===== config.mk =====
export PLATFORM = sky130hd
export DESIGN_NAME = uvs_div_cell
export DESIGN_NICKNAME = d
export VERILOG_FILES = /design/src/rtl/uvs_pkg.sv /design/src/rtl/uvs_div_cell.sv
export SDC_FILE = /design/constraint.sdc
export NUM_CORES = 1
export LEC_CHECK = 0
export BUFFER_PORTS_ARGS = -buffer_cell sky130_fd_sc_hd__buf_2
export CAP_MARGIN = 0
export CORE_AREA = 2 2 268 270
export CTS_BUF_LIST = sky130_fd_sc_hd__clkbuf_8
export CTS_CLUSTER_DIAMETER = 60
export DETAILED_ROUTE_END_ITERATION = 10
export DIE_AREA = 0 0 270 272
export PLACE_DENSITY = 0.5
export SLEW_MARGIN = 40
export SYNTH_ARGS = -nofsm -noshare
export SYNTH_HDL_FRONTEND = slang
export SYNTH_SLANG_ARGS = --single-unit

===== constraint.sdc =====
create_clock -name clk -period 4.4 [get_ports clk]
set_input_delay 0.88 -clock clk [delete_from_list [all_inputs] [get_ports clk]]
set_output_delay 0.88 -clock clk [all_outputs]
set_load 0.005 [all_outputs]

===== src/rtl/uvs_pkg.sv =====
// Shared types and constants of the UV sphere vertex generator.
package uvs_pkg;

	localparam int NUM_W     = 41;
	localparam int REM_W     = 9;
	localparam int QUO_W     = 33;
	localparam int DIV_STEPS = NUM_W;
	localparam int DIV_LANES = 4;
	localparam int CW        = 34;

	localparam logic [0:0] CFG_RADIUS     = 1'b0;
	localparam logic [0:0] CFG_RESOLUTION = 1'b1;

	localparam logic signed [CW-1:0] CORDIC_GAIN = 34'sd652032874;

	localparam logic [31:0] ATAN_TURNS [0:23] = '{
		32'h20000000, 32'h12E4051D, 32'h09FB385B, 32'h051111D4,
		32'h028B0D43, 32'h0145D7E1, 32'h00A2F61E, 32'h00517C55,
		32'h0028BE53, 32'h00145F2E, 32'h000A2F98, 32'h000517CC,
		32'h00028BE6, 32'h000145F3, 32'h0000A2F9, 32'h0000517C,
		32'h000028BE, 32'h0000145F, 32'h00000A2F, 32'h00000517,
		32'h0000028B, 32'h00000145, 32'h000000A2, 32'h00000051
	};

	typedef struct packed {
		logic [REM_W-1:0] rem;
		logic [NUM_W-1:0] num;
		logic [QUO_W-1:0] quo;
	} div_lane_t;

	typedef struct packed {
		logic [REM_W-1:0]                divisor;
		div_lane_t [DIV_LANES-1:0]       lanes;
	} div_stage_t;

	typedef struct packed {
		logic                 flip;
		logic signed [CW-1:0] x;
		logic signed [CW-1:0] y;
		logic signed [CW-1:0] z;
	} cord_t;

	typedef struct packed {
		logic [16:0] vidx;
		logic [16:0] below;
		logic        quad;
	} side_t;

	typedef struct packed {
		logic [16:0] u;
		logic [16:0] v;
	} tex_t;

endpackage


===== src/rtl/uvs_div_cell.sv =====
// One restoring division step for all four quotient lanes.
module uvs_div_cell (
	input  logic               clk,
	input  logic               en,
	input  uvs_pkg::div_stage_t d_in,
	output uvs_pkg::div_stage_t d_out
);

	uvs_pkg::div_stage_t nxt;
	logic [uvs_pkg::REM_W:0] trial [uvs_pkg::DIV_LANES];
	logic [uvs_pkg::DIV_LANES-1:0] ge;

	always_comb begin
		nxt.divisor = d_in.divisor;
		for (int k = 0; k < uvs_pkg::DIV_LANES; k++) begin
			trial[k] = {d_in.lanes[k].rem, d_in.lanes[k].num[uvs_pkg::NUM_W-1]};
			ge[k] = (trial[k] >= {1'b0, d_in.divisor});
			if (ge[k]) begin
				nxt.lanes[k].rem = uvs_pkg::REM_W'(trial[k] - {1'b0, d_in.divisor});
			end else begin
				nxt.lanes[k].rem = trial[k][uvs_pkg::REM_W-1:0];
			end
			nxt.lanes[k].num = {d_in.lanes[k].num[uvs_pkg::NUM_W-2:0], 1'b0};
			nxt.lanes[k].quo = {d_in.lanes[k].quo[uvs_pkg::QUO_W-2:0], ge[k]};
		end
	end

	always_ff @(posedge clk) begin
		if (en) begin
			d_out <= nxt;
		end
	end

endmodule


Yosys cells after proc, flatten, opt, wreduce, memory -nomap -nowiden
Index checks and enable logic that the tools add are counted.

Flip-flop bits (word level): 337. Bits in latches: 0. Bits in writable memories: 0. Bits in read-only memories: 0. Input bits: 343. Output and inout port bits: 341. Logic and storage cells: 25. Memories: 0.

Add/subtract/negate cells: 4. $mul: 0. Div/mod/pow operators: 0. $lt $le $gt $ge: 4. Equal/unequal tests: 0. Shift-type cells: 0. Multiplexer cells: 4. Bitwise operators: 0. Reductions and logical operators: 0.

Operators by type and width (count): $ge A10 B9 Y1 (4); $mux W9 (4); $sub A9 B9 Y9 (4).

Logic depth before layout (Yosys ltp)
Depth after elaboration: 2. Depth in mapped cells: 10. Mapped depth without buffers: 9.

Worst setup path after synthesis
No wires, ideal clock.

Kind: in2reg. Start: input d_in[322] (netlist name). End: register d_out[324] (netlist name), data pin. Setup time: 260 ps. Arrival time: 3177 ps. Data required time: 4140 ps. Path slack: 963 ps. Cell stages on the path: 9. Buffers on the path: 0. Cell sequence: inv_1 ha_1 inv_1 fa_1 a21o_2 a221oi_2 a21oi_2 a2111oi_4 mux2_2.

RTL lines: from (decl) (RTL line uvs_div_cell.sv:5) `input uvs_pkg::div_stage_t d_in,`; to (signal assigned) (RTL line uvs_div_cell.sv:30) `d_out <= nxt;`; to (decl) (RTL line uvs_div_cell.sv:6) `output uvs_pkg::div_stage_t d_out`.

==> results.yml <==
grt:
  grt_pass1_wl_mm: 62.2
  grt_antenna_before_repair: 25
  grt_max_degree: 89
  grt_pass1_vias: 8970
  grt_overflow_total: 0
  grtUsageTotal_pct: 11.6
timing:
  hold_viol: 0
  slew_headroom_pct: 61.9
  setup_viol: 0
  fmax_ghz: 0.322
  worst_slew_pin_slew_ps: 557
  whs_ps: 398
  min_period_ps: 3110
  slew_violations: 0
  fin_setup_tns_ps: 0
  rsz0062_at_grt: "no"
  finalCritPeriodShare_pct: 70.7
critical_path:
  worst-setup-path-type: "in -> reg"
  crit_path_start: "d_in[332]"
  max_stage_delay_ps: 420
  start_kind: "input port"
  arrival_ps: 3490
  slowest_stage: "a2111oi_4"
  worstPathRequired_ps: 4780
  worstPathMaxFanout: 8
  crit_chain: "buf_2 -> ha_1 -> inv_1 -> fa_1 -> a21o_2 -> a221oi_2 -> a21oi_2 -> a2111oi_4 -> buf_4 -> mux2_2"
  end_kind: "register"
power_and_ir_drop:
  power.density_mw_per_mm2: 428
  leakage_nw: 7.63
  switching_share_pct: 25.1
  pwr-share-clk_pct: 36.8
  power_frac_comb_pct: 12.4
  peakVddDrop_v: 0.000198
  p_sw_w: 0.00195
  power_frac_seq_pct: 50.8
  p_int_w: 0.00580
route:
  drc: 0
  vias: 8624
  drt_iter0_drc: 383
  wl_per_cell_um: 19.2
  viasPerCell: 3.67
  wl_mm: 45.2
  ant_nets: 0
  firstDrtPassIters: 7
place:
  dpl-instance-area_mm2: 0.0169
  place.detailed.hpwl_mm: 36.0
  dp_cells: 2235
  io_buffers: 675
  gp_congestion: 0.870
yosys:
  async_flop_share_pct: 0
  synth_area_leader_cell: "edfxtp_1"
  synth_edf_count: 337
  synthTopCellsByCount: "edfxtp_1 (337), ha_1 (36), mux2_2 (28)"
  synth.most_common_cell: "edfxtp_1"
  yosys_warnings: 0
  synth_area_leaders: "edfxtp_1 (83%), ha_1 (3.7%), mux2_2 (2.6%)"
  synthesis.area_mm2: 0.0122
  netlist_instances: 601
  syn-mean-instance-area_um2: 20.3
  synth_top_area_share_pct: 83.0
  synthFlopType: "edfxtp_1"
  synth_cell_types: 54
  yosys_register_bits: 337
  synth-seq-area-share_pct: 83.0
cts:
  clock_sinks: 337
  clk_pin_slew_ps: 60
  numCtsBuffers: 61
  hold_buffers: 0
  h-tree-depth: 2
  post-cts-setup-buffers: 0
  cts-resized-gates: 0
  clockBufferDepth: 3
  cts_tree: "done"
  clockRootBuffer: "clkbuf_8"
min_path:
  hold_start: "d_in[230]"
  hold_class: "in -> reg"
floorplanning:
  die_h_um: 272
  core_mm2: 0.0708
  die_w_um: 270
  start_util_pct: 17.2
  row_count: 98
  ios: 684
  die_area_mm2: 0.0734
status:
  status: "finished, final reports clean"
cells_and_area:
  reg_top3: "d_out: 337 flops"
  final_layout_size_suffix_gt1_share_pct: 58.0
  layoutNonFillerInstCount: 2349
  final_util_pct: 25.6
  fin_nets: 1732
  top_register: "d_out"
  largest_reg_flops: 337
  synthToLayoutAreaGrowth_pct: 48.4
  fin_area_mm2: 0.0181
flow_run:
  max_cap_viol_count: 0
[metrics by stage]
step	total power [W]	setup WS [ps]
finish	0.00775	1290
global route	0.00815	1240
CTS	0.00792	1380
detailed placement	0.00499	668
global placement	0.00498	648
floorplan	0.00431	963
[layer usage]
metal / routed length [µm] / track usage [%] / part of all wire (%) / up-vias
met3: 5180 / 5.95 / 11 / 107
met5: 182 / 0 / 0.40 / -
li1: - / - / - / 3911
met1: 16700 / 12.9 / 37 / 4145
met4: 1530 / 4.20 / 3.4 / 30
met2: 21600 / 19.1 / 48 / 431
[power by group through the flow]
stage / clock, W / combinational (W) / sequential (W)
2_1_floorplan: 0 / 0.000268 / 0.00404
3_3_place_gp: 0 / 0.000980 / 0.00400
3_5_place_dp: 0 / 0.000982 / 0.00401
4_1_cts: 0.00298 / 0.000989 / 0.00395
5_1_grt: 0.00313 / 0.00106 / 0.00397
6_report: 0.00285 / 0.000961 / 0.00394
[area by class of cell]
cell class / instances / area, µm²
timing repair buffer: 688 / 3560
sequential: 337 / 10100
fill: 7438 / 52700
multi-input combinational: 237 / 1960
tap: 950 / 1190
clock buffer: 61 / 840
clock inverter: 49 / 337
antenna: 3 / 7.51
inverter: 24 / 90.1
[worst paths after layout]
check	to	slack, ps	depth (start not counted)
min	d_out[231]	400	1
max	d_out[331]	1290	10
[kinds of logic (layout without fill, tap and decap cells)]
| kind of cell | Yosys count | after routing | synth area share [%] |
|---|---|---|---|
| buffers and inverters | 30 | 822 | 1.05 |
| and+or+nand+nor | 64 | 64 | 2.76 |
| muxes | 32 | 32 | 2.91 |
| adders and majority gates | 40 | 40 | 4.35 |
| other | 1 | 7 | 0.0308 |
| DFF | 337 | 337 | 83.0 |
| AOI/OAI and AO/OA | 80 | 80 | 4.68 |
| xor gates and xnor gates | 17 | 17 | 1.22 |
[placed cells by master, fill, tap and decap left out, types with 5 or more instances in the layout]
cell / synthesis / layout
buf_2: 0 / 674
edfxtp_1: 337 / 337
clkbuf_8: 0 / 61
inv_1: 24 / 38
ha_1: 36 / 36
mux2_2: 28 / 28
a21oi_1: 20 / 20
nor2_1: 17 / 17
o21ai_0: 13 / 13
xnor2_1: 11 / 11
clkinv_1: 0 / 11
nand2_1: 9 / 9
clkinv_2: 0 / 9
nor3_1: 8 / 8
buf_4: 4 / 8
a21o_1: 7 / 7
o21a_1: 7 / 7
nor2b_1: 6 / 6
xor2_1: 6 / 6
nand3_1: 5 / 5
clkinv_4: 0 / 5
[worst max-delay path: cells and delay by family]
| kind | cells | cell delay (ps) |
|---|---|---|
| compound gates | 4 | 1150 |
| mux | 1 | 350 |
| buf+inv | 3 | 510 |
| fa+ha+maj | 2 | 610 |
No activity file was read; power rests on OpenSTA's default activity.
