File: src/rtl/uvs_pkg.sv
// Shared types and constants of the UV sphere vertex generator.
package uvs_pkg;

	localparam int NUM_W     = 41;
	localparam int REM_W     = 9;
	localparam int QUO_W     = 33;
	localparam int DIV_STEPS = NUM_W;
	localparam int DIV_LANES = 4;
	localparam int CW        = 34;

	localparam logic [0:0] CFG_RADIUS     = 1'b0;
	localparam logic [0:0] CFG_RESOLUTION = 1'b1;

	localparam logic signed [CW-1:0] CORDIC_GAIN = 34'sd652032874;

	localparam logic [31:0] ATAN_TURNS [0:23] = '{
		32'h20000000, 32'h12E4051D, 32'h09FB385B, 32'h051111D4,
		32'h028B0D43, 32'h0145D7E1, 32'h00A2F61E, 32'h00517C55,
		32'h0028BE53, 32'h00145F2E, 32'h000A2F98, 32'h000517CC,
		32'h00028BE6, 32'h000145F3, 32'h0000A2F9, 32'h0000517C,
		32'h000028BE, 32'h0000145F, 32'h00000A2F, 32'h00000517,
		32'h0000028B, 32'h00000145, 32'h000000A2, 32'h00000051
	};

	typedef struct packed {
		logic [REM_W-1:0] rem;
		logic [NUM_W-1:0] num;
		logic [QUO_W-1:0] quo;
	} div_lane_t;

	typedef struct packed {
		logic [REM_W-1:0]                divisor;
		div_lane_t [DIV_LANES-1:0]       lanes;
	} div_stage_t;

	typedef struct packed {
		logic                 flip;
		logic signed [CW-1:0] x;
		logic signed [CW-1:0] y;
		logic signed [CW-1:0] z;
	} cord_t;

	typedef struct packed {
		logic [16:0] vidx;
		logic [16:0] below;
		logic        quad;
	} side_t;

	typedef struct packed {
		logic [16:0] u;
		logic [16:0] v;
	} tex_t;

endpackage

File: src/rtl/uvs_cordic_cell.sv
// One CORDIC rotation step in binary-angle units.
module uvs_cordic_cell #(
	parameter int STAGE = 0
) (
	input  logic           clk,
	input  logic           en,
	input  uvs_pkg::cord_t c_in,
	output uvs_pkg::cord_t c_out
);

	uvs_pkg::cord_t nxt;
	logic signed [uvs_pkg::CW-1:0] dx;
	logic signed [uvs_pkg::CW-1:0] dy;
	logic signed [uvs_pkg::CW-1:0] ang;

	always_comb begin
		dx  = c_in.y >>> STAGE;
		dy  = c_in.x >>> STAGE;
		ang = $signed({2'b00, uvs_pkg::ATAN_TURNS[STAGE]});
		nxt.flip = c_in.flip;
		if (!c_in.z[uvs_pkg::CW-1]) begin
			nxt.x = c_in.x - dx;
			nxt.y = c_in.y + dy;
			nxt.z = c_in.z - ang;
		end else begin
			nxt.x = c_in.x + dx;
			nxt.y = c_in.y - dy;
			nxt.z = c_in.z + ang;
		end
	end

	always_ff @(posedge clk) begin
		if (en) begin
			c_out <= nxt;
		end
	end

endmodule

File: config.mk
export PLATFORM = sky130hd
export DESIGN_NAME = uvs_cordic_cell
export DESIGN_NICKNAME = d
export VERILOG_FILES = /design/src/rtl/uvs_pkg.sv /design/src/rtl/uvs_cordic_cell.sv
export SDC_FILE = /design/constraint.sdc
export NUM_CORES = 1
export LEC_CHECK = 0
export ABC_AREA = 1
export BUFFER_PORTS_ARGS = -buffer_cell sky130_fd_sc_hd__clkbuf_2
export CAP_MARGIN = 0
export CORE_MARGIN = 1.5
export CORE_UTILIZATION = 30
export CTS_BUF_LIST = sky130_fd_sc_hd__clkbuf_16
export DETAILED_ROUTE_END_ITERATION = 6
export GPL_TIMING_DRIVEN = 0
export PLACE_DENSITY_LB_ADDON = 0.1
export SLEW_MARGIN = 20
export SYNTH_ARGS = -nofsm -noshare
export SYNTH_HDL_FRONTEND = slang
export SYNTH_SLANG_ARGS = --single-unit
export TNS_END_PERCENT = 1
File: constraint.sdc
create_clock -name clk -period 2.87 [get_ports clk]
set_clock_uncertainty 0.15 [all_clocks]
set_input_delay 0.574 -clock clk [delete_from_list [all_inputs] [get_ports clk]]
set_output_delay 0.574 -clock clk [all_outputs]
set_load 0.01 [all_outputs]
# Word level (Yosys, flattened, before mapping)
# Index checks and enable logic that the tools add are counted.
[classes] add_sub_neg=5 mux=1
[ops] operator="2-to-1 mux 102 bit" n=1
[ops] operator="subtractor 34 bit" n=2
[ops] operator="adder 34 x 31 -> 34 bit (second input constant)" n=1
[ops] operator="adder 34 bit" n=1
[ops] operator="subtractor 34 x 31 -> 34 bit (second input constant)" n=1
[word_totals] word_cells=10 register_bits=103 input_bits=105 output_inout_bits=103

# Depth between registers and ports, before layout
[depth] depth_word=2 ltp_mapped=17 mapped_depth_nobuf=16

# Least setup slack after synthesis
# OpenSTA, ideal clock, no wires.
[synth_path] kind="input to register" start="input c_in[33] in the netlist's numbering" end="register c_out[32] in the netlist's numbering, data pin" setup_ns=0.258 setup_slack_ns=0.444 required_ns=2.462 stages=8 arrival_time_ns=2.018 cell_sequence="clkbuf_1 inv_1 clkbuf_1 clkbuf_1 ha_1 nand3_1 nand3_1 xor2_1"
[synth_lines] element="start, declared" line="uvs_cordic_cell.sv:7" rtl="input uvs_pkg::cord_t c_in,"
[synth_lines] element="end signal, assigned" line="uvs_cordic_cell.sv:34" rtl="c_out <= nxt;"
[synth_lines] element="end, declared" line="uvs_cordic_cell.sv:8" rtl="output uvs_pkg::cord_t c_out"

==> tab_implementation.tex <==
\begin{tabular}{lr}
\hline
Metric & Value \\
\hline
\multicolumn{2}{l}{\textbf{Finish}} \\
Largest registers in the final layout & c\_out (102) \\
Share of the core filled with cells in the final layout & about 36\% \\
Flip-flop count of the largest register after layout & between 100 and 150 \\
Most common cell after layout, fill and taps aside & sky130\_fd\_sc\_hd\_\_nand2\_1 \\
Most flops, register & c\_out \\
Nets@finish & 1999 \\
Layout area overhead & 18.2\% \\
Share of layout cells above drive strength 1 & around 16\% \\
Commonest cells after routing, fill and taps aside & 456 x sky130\_fd\_sc\_hd\_\_nand2\_1, 232 x sky130\_fd\_sc\_hd\_\_inv\_1, 208 x sky130\_fd\_sc\_hd\_\_clkbuf\_2, 164 x sky130\_fd\_sc\_hd\_\_nand3\_1, 134 x sky130\_fd\_sc\_hd\_\_nor2\_1 \\
Number of antenna repair diodes & 0 \\
\multicolumn{2}{l}{\textbf{Power and ir drop}} \\
Total power density per cell area & roughly 430 nW/um\^{}2 \\
Worst VDD drop & between 300 and 400 uV \\
Leakage & approximately 6.4 nW \\
\multicolumn{2}{l}{\textbf{STA}} \\
Max-slew violation count & 0 \\
Minimum period implied by the final worst setup slack & roughly 2.7 ns \\
Worst slew pin tran & between 1 and 1.5 ns \\
Total of endpoints with negative setup slack in the final report & 0 \\
Final worst-path cycle share & 95.5\% \\
Worst path setup slack after routing & 0.128 ns \\
Tightest slew margin relative to the limit & 30.6\% \\
Setup repair after global routing missed its margin & no \\
Maximum operating frequency & 0.365 GHz \\
Count of final hold-check violations & 0 \\
\multicolumn{2}{l}{\textbf{Clock network}} \\
Number of buffers created by CTS & 9 \\
Sinks on Clock Net & 102 \\
Buffer depth of the longest clock path & 2 \\
TritonCTS clock tree & done \\
Hold\_buf cts & 0 \\
Depth of the CTS H-tree & 3 \\
Clk slew on worst S/H paths & about 0.070 ns \\
Master cell of the clock root buffer & sky130\_fd\_sc\_hd\_\_clkbuf\_16 \\
\multicolumn{2}{l}{\textbf{GRT}} \\
Wire length of the first global-routing pass & 61500 um \\
Overflow after GRT & 0 \\
Maximum number of pins on one net before global-route repair & 78 \\
GRT Total Usage & 23.0\% \\
Vias in the first global route & between 10000 and 15000 \\
Number of antenna violations at the first check in global routing & 0 \\
\multicolumn{2}{l}{\textbf{Routing}} \\
Number of vias after detailed routing & between 10000 and 15000 \\
Violation count after the first detailed-routing iteration & $\sim$690 \\
DRT met1 WL & 19900 um \\
Post-DRT Antenna Nets & 0 \\
Sum of routed wire length over all layers & a little over 40000 um \\
Topmost layer with routed signal wires & met4 \\
DRC violations left & 0 \\
Total length of routed met3 wires & 2490 um \\
Final routed wire length divided by cell count & 18.5 um \\
Number of detailed-route iterations in the first pass & 7 \\
Routed vias/inst & just under 5 \\
Detail Route met2 WL & around 18000 um \\
\multicolumn{2}{l}{\textbf{Floorplan}} \\
Horizontal extent of the die & around 190 um \\
Count of boundary I/O pins & between 200 and 250 \\
Placeable core region & approximately 35000 sq um \\
Std cell rows & between 60 and 70 \\
Height of the chip & 190 um \\
Initial standard-cell utilization of the core & about 31\% \\
Full die area & about 36000 sq um \\
\multicolumn{2}{l}{\textbf{Worst setup path}} \\
Slowest library cell on the worst path & sky130\_fd\_sc\_hd\_\_ha\_1 \\
Critical path endpoint category & flip-flop \\
Data arrival time of the critical path & between 2 and 3 ns \\
Critical path start-end classification & in -> reg \\
Endpoint required time on the critical path & around 2.8 ns \\
CP dominant cell by count & sky130\_fd\_sc\_hd\_\_nand2\_1 \\
Delay of the slowest cell on the worst path & between 0.2 and 0.3 ns \\
Critical path buffers and inverters & 4 \\
Family with the most delay on the worst path & simple AND/OR/NAND/NOR gates \\
Startpoint kind of the worst setup timing path & input pin \\
Highest fanout seen on the critical path & 8 \\
Worst path cell trace & clkbuf\_2 > inv\_1 > ha\_1 > buf\_2 > inv\_1 > a21oi\_2 > nand2\_1 > a21oi\_1 > nand3\_2 > nand2\_1 > nand3\_1 > nand3\_1 > nand2\_1 \\
\multicolumn{2}{l}{\textbf{Logic synthesis}} \\
Post-synthesis cell count & 1570 \\
Share of flip-flops with an asynchronous set or reset & 0\% \\
Average size of a mapped cell & roughly 6.7 sq um \\
Most instantiated flip-flop cell in the synthesis netlist & sky130\_fd\_sc\_hd\_\_edfxtp\_1 \\
Count of unique library cells instantiated by Yosys & between 40 and 50 \\
Part of the Yosys area used for sequential elements & between 20\% and 30\% \\
Net count of the mapped netlist & about 1800 \\
Post-synthesis instance area & $\sim$11000 sq um \\
Number of synthesized register bits & 102 \\
Number of synthesis warnings & 0 \\
Post-synth EDFFs & $\sim$100 \\
\multicolumn{2}{l}{\textbf{Worst hold path}} \\
Min-delay src & c\_in[18] \\
Number of cells traversed by the worst hold path & 1 \\
Worst min-delay path category & in -> reg \\
Worst Hold Path EP & c\_out[18] \\
\multicolumn{2}{l}{\textbf{Place}} \\
Placed wire-length estimate & around 35000 um \\
Count of input and output buffers & roughly 210 \\
Dpl ws & -0.393 ns \\
Final estimated routing congestion in global placement & roughly 0.90 \\
\multicolumn{2}{l}{\textbf{Run}} \\
Max-Cap Viols & 0 \\
\multicolumn{2}{l}{\textbf{Outcome}} \\
Status & completed \\
\hline
\end{tabular}
[how the worst max path moves through the flow]
stage / startpoint / to / slack [ns] / cells after the start
finish: c_in[50] / c_out[93] / 0.13 / 13
global route: c_in[50] / c_out[93] / 0.02 / 13
CTS: c_in[33] / c_out[32] / 0.02 / 8
detailed placement: c_in[33] / c_out[32] / -0.39 / 8
global placement: c_in[33] / c_out[32] / -0.37 / 8
floorplan: c_in[33] / c_out[32] / 0.44 / 8
[area by class of cell]
class                      count  area, sq um
fill                        3887        22100
multi-input combinational   1185         6330
sequential                   102         3060
timing repair buffer         207         1070
inverter                     237          890
tap                          455          569
buffer                        46          275
clock buffer                   9          225
clock inverter                 6         47.5
[logic make-up (layout without fill, tap and decap cells)]
kind of cell | Yosys count | after routing | share of synthesized area, %
AO/OA/AOI/OAI | 239 | 239 | 12.4
AND/OR/NAND/NOR | 813 | 813 | 32.5
adder cells (fa/ha/maj) | 106 | 106 | 12.9
buffers and inverters | 283 | 505 | 11.0
XOR/XNOR | 27 | 27 | 2.24
flip-flops | 102 | 102 | 29.0
[cell usage after synthesis, types with 2 or more instances]
cell                       count  area, sq um
sky130_fd_sc_hd__nand2_1     456         1710
sky130_fd_sc_hd__inv_1       232          871
sky130_fd_sc_hd__nand3_1     164          821
sky130_fd_sc_hd__nor2_1      135          507
sky130_fd_sc_hd__a21oi_1     104          521
sky130_fd_sc_hd__edfxtp_1    102         3060
sky130_fd_sc_hd__ha_1        102         1280
sky130_fd_sc_hd__o21ai_0      83          415
sky130_fd_sc_hd__xor2_1       27          236
sky130_fd_sc_hd__buf_4        14          105
sky130_fd_sc_hd__o21bai_1     14          105
sky130_fd_sc_hd__buf_2        13         65.1
sky130_fd_sc_hd__nand4_1      13         81.3
sky130_fd_sc_hd__clkbuf_1     12         45.0
sky130_fd_sc_hd__nor3_1       12         60.1
sky130_fd_sc_hd__o21ai_1       9         45.0
sky130_fd_sc_hd__a21oi_2       7         61.3
sky130_fd_sc_hd__a21o_1        6         45.0
sky130_fd_sc_hd__nand2_2       6         37.5
sky130_fd_sc_hd__nor2_2        6         37.5
sky130_fd_sc_hd__o22ai_1       5         31.3
sky130_fd_sc_hd__buf_6         4         45.0
sky130_fd_sc_hd__fa_1          4         80.1
sky130_fd_sc_hd__inv_2         4         15.0
sky130_fd_sc_hd__nand3b_1      4         30.0
sky130_fd_sc_hd__o21a_1        4         30.0
sky130_fd_sc_hd__or2_2         4         25.0
sky130_fd_sc_hd__nor4_1        3         18.8
sky130_fd_sc_hd__a21boi_1      2         15.0
sky130_fd_sc_hd__a31oi_1       2         12.5
sky130_fd_sc_hd__clkbuf_2      2         10.0
sky130_fd_sc_hd__nand3_2       2         20.0
sky130_fd_sc_hd__nor2_4        2         22.5
sky130_fd_sc_hd__nor3_2        2         20.0
sky130_fd_sc_hd__o211ai_1      2         15.0
[metrics by stage]
stage	instances	hold WS, ns	area (sq um)	total power [mW]	TNS, ns
after floorplan	1570	0.523	10500	3.25	0
after global placement	2231	0.601	12100	4.08	-39.48
after detailed placement	2232	0.603	12200	4.09	-7.45
after CTS	2247	0.199	12500	5.37	0
after global routing	2247	0.206	12500	5.67	0
final	2247	0.223	12500	5.31	0
[power breakdown]
| part | leakage (nW) | total, mW | switching, mW | internal, mW |
|---|---|---|---|---|
| combinational | 5.26 | 2.16 | 1.47 | 0.693 |
| clock | 0.127 | 1.23 | 0.641 | 0.593 |
| sequential | 0.997 | 1.92 | 0.0473 | 1.87 |
[layer usage]
| metal | vias to the layer above | global-route usage, % |
|---|---|---|
| li1 | 5520 | - |
| met1 | 5081 | 31.8 |
| met2 | 369 | 37.0 |
| met3 | 43 | 3.18 |
| met4 | 0 | 7.15 |
| met5 | - | 0 |
[repair_timing]
| item | in CTS | in global routing |
|---|---|---|
| endpoints found under the setup margin | 0 | 10 |
| resized for setup | 0 | 6 |
| setup buffers | 0 | 0 |
| hold endpoints to repair | 0 | 0 |
No activity file was read; power rests on OpenSTA's default activity.
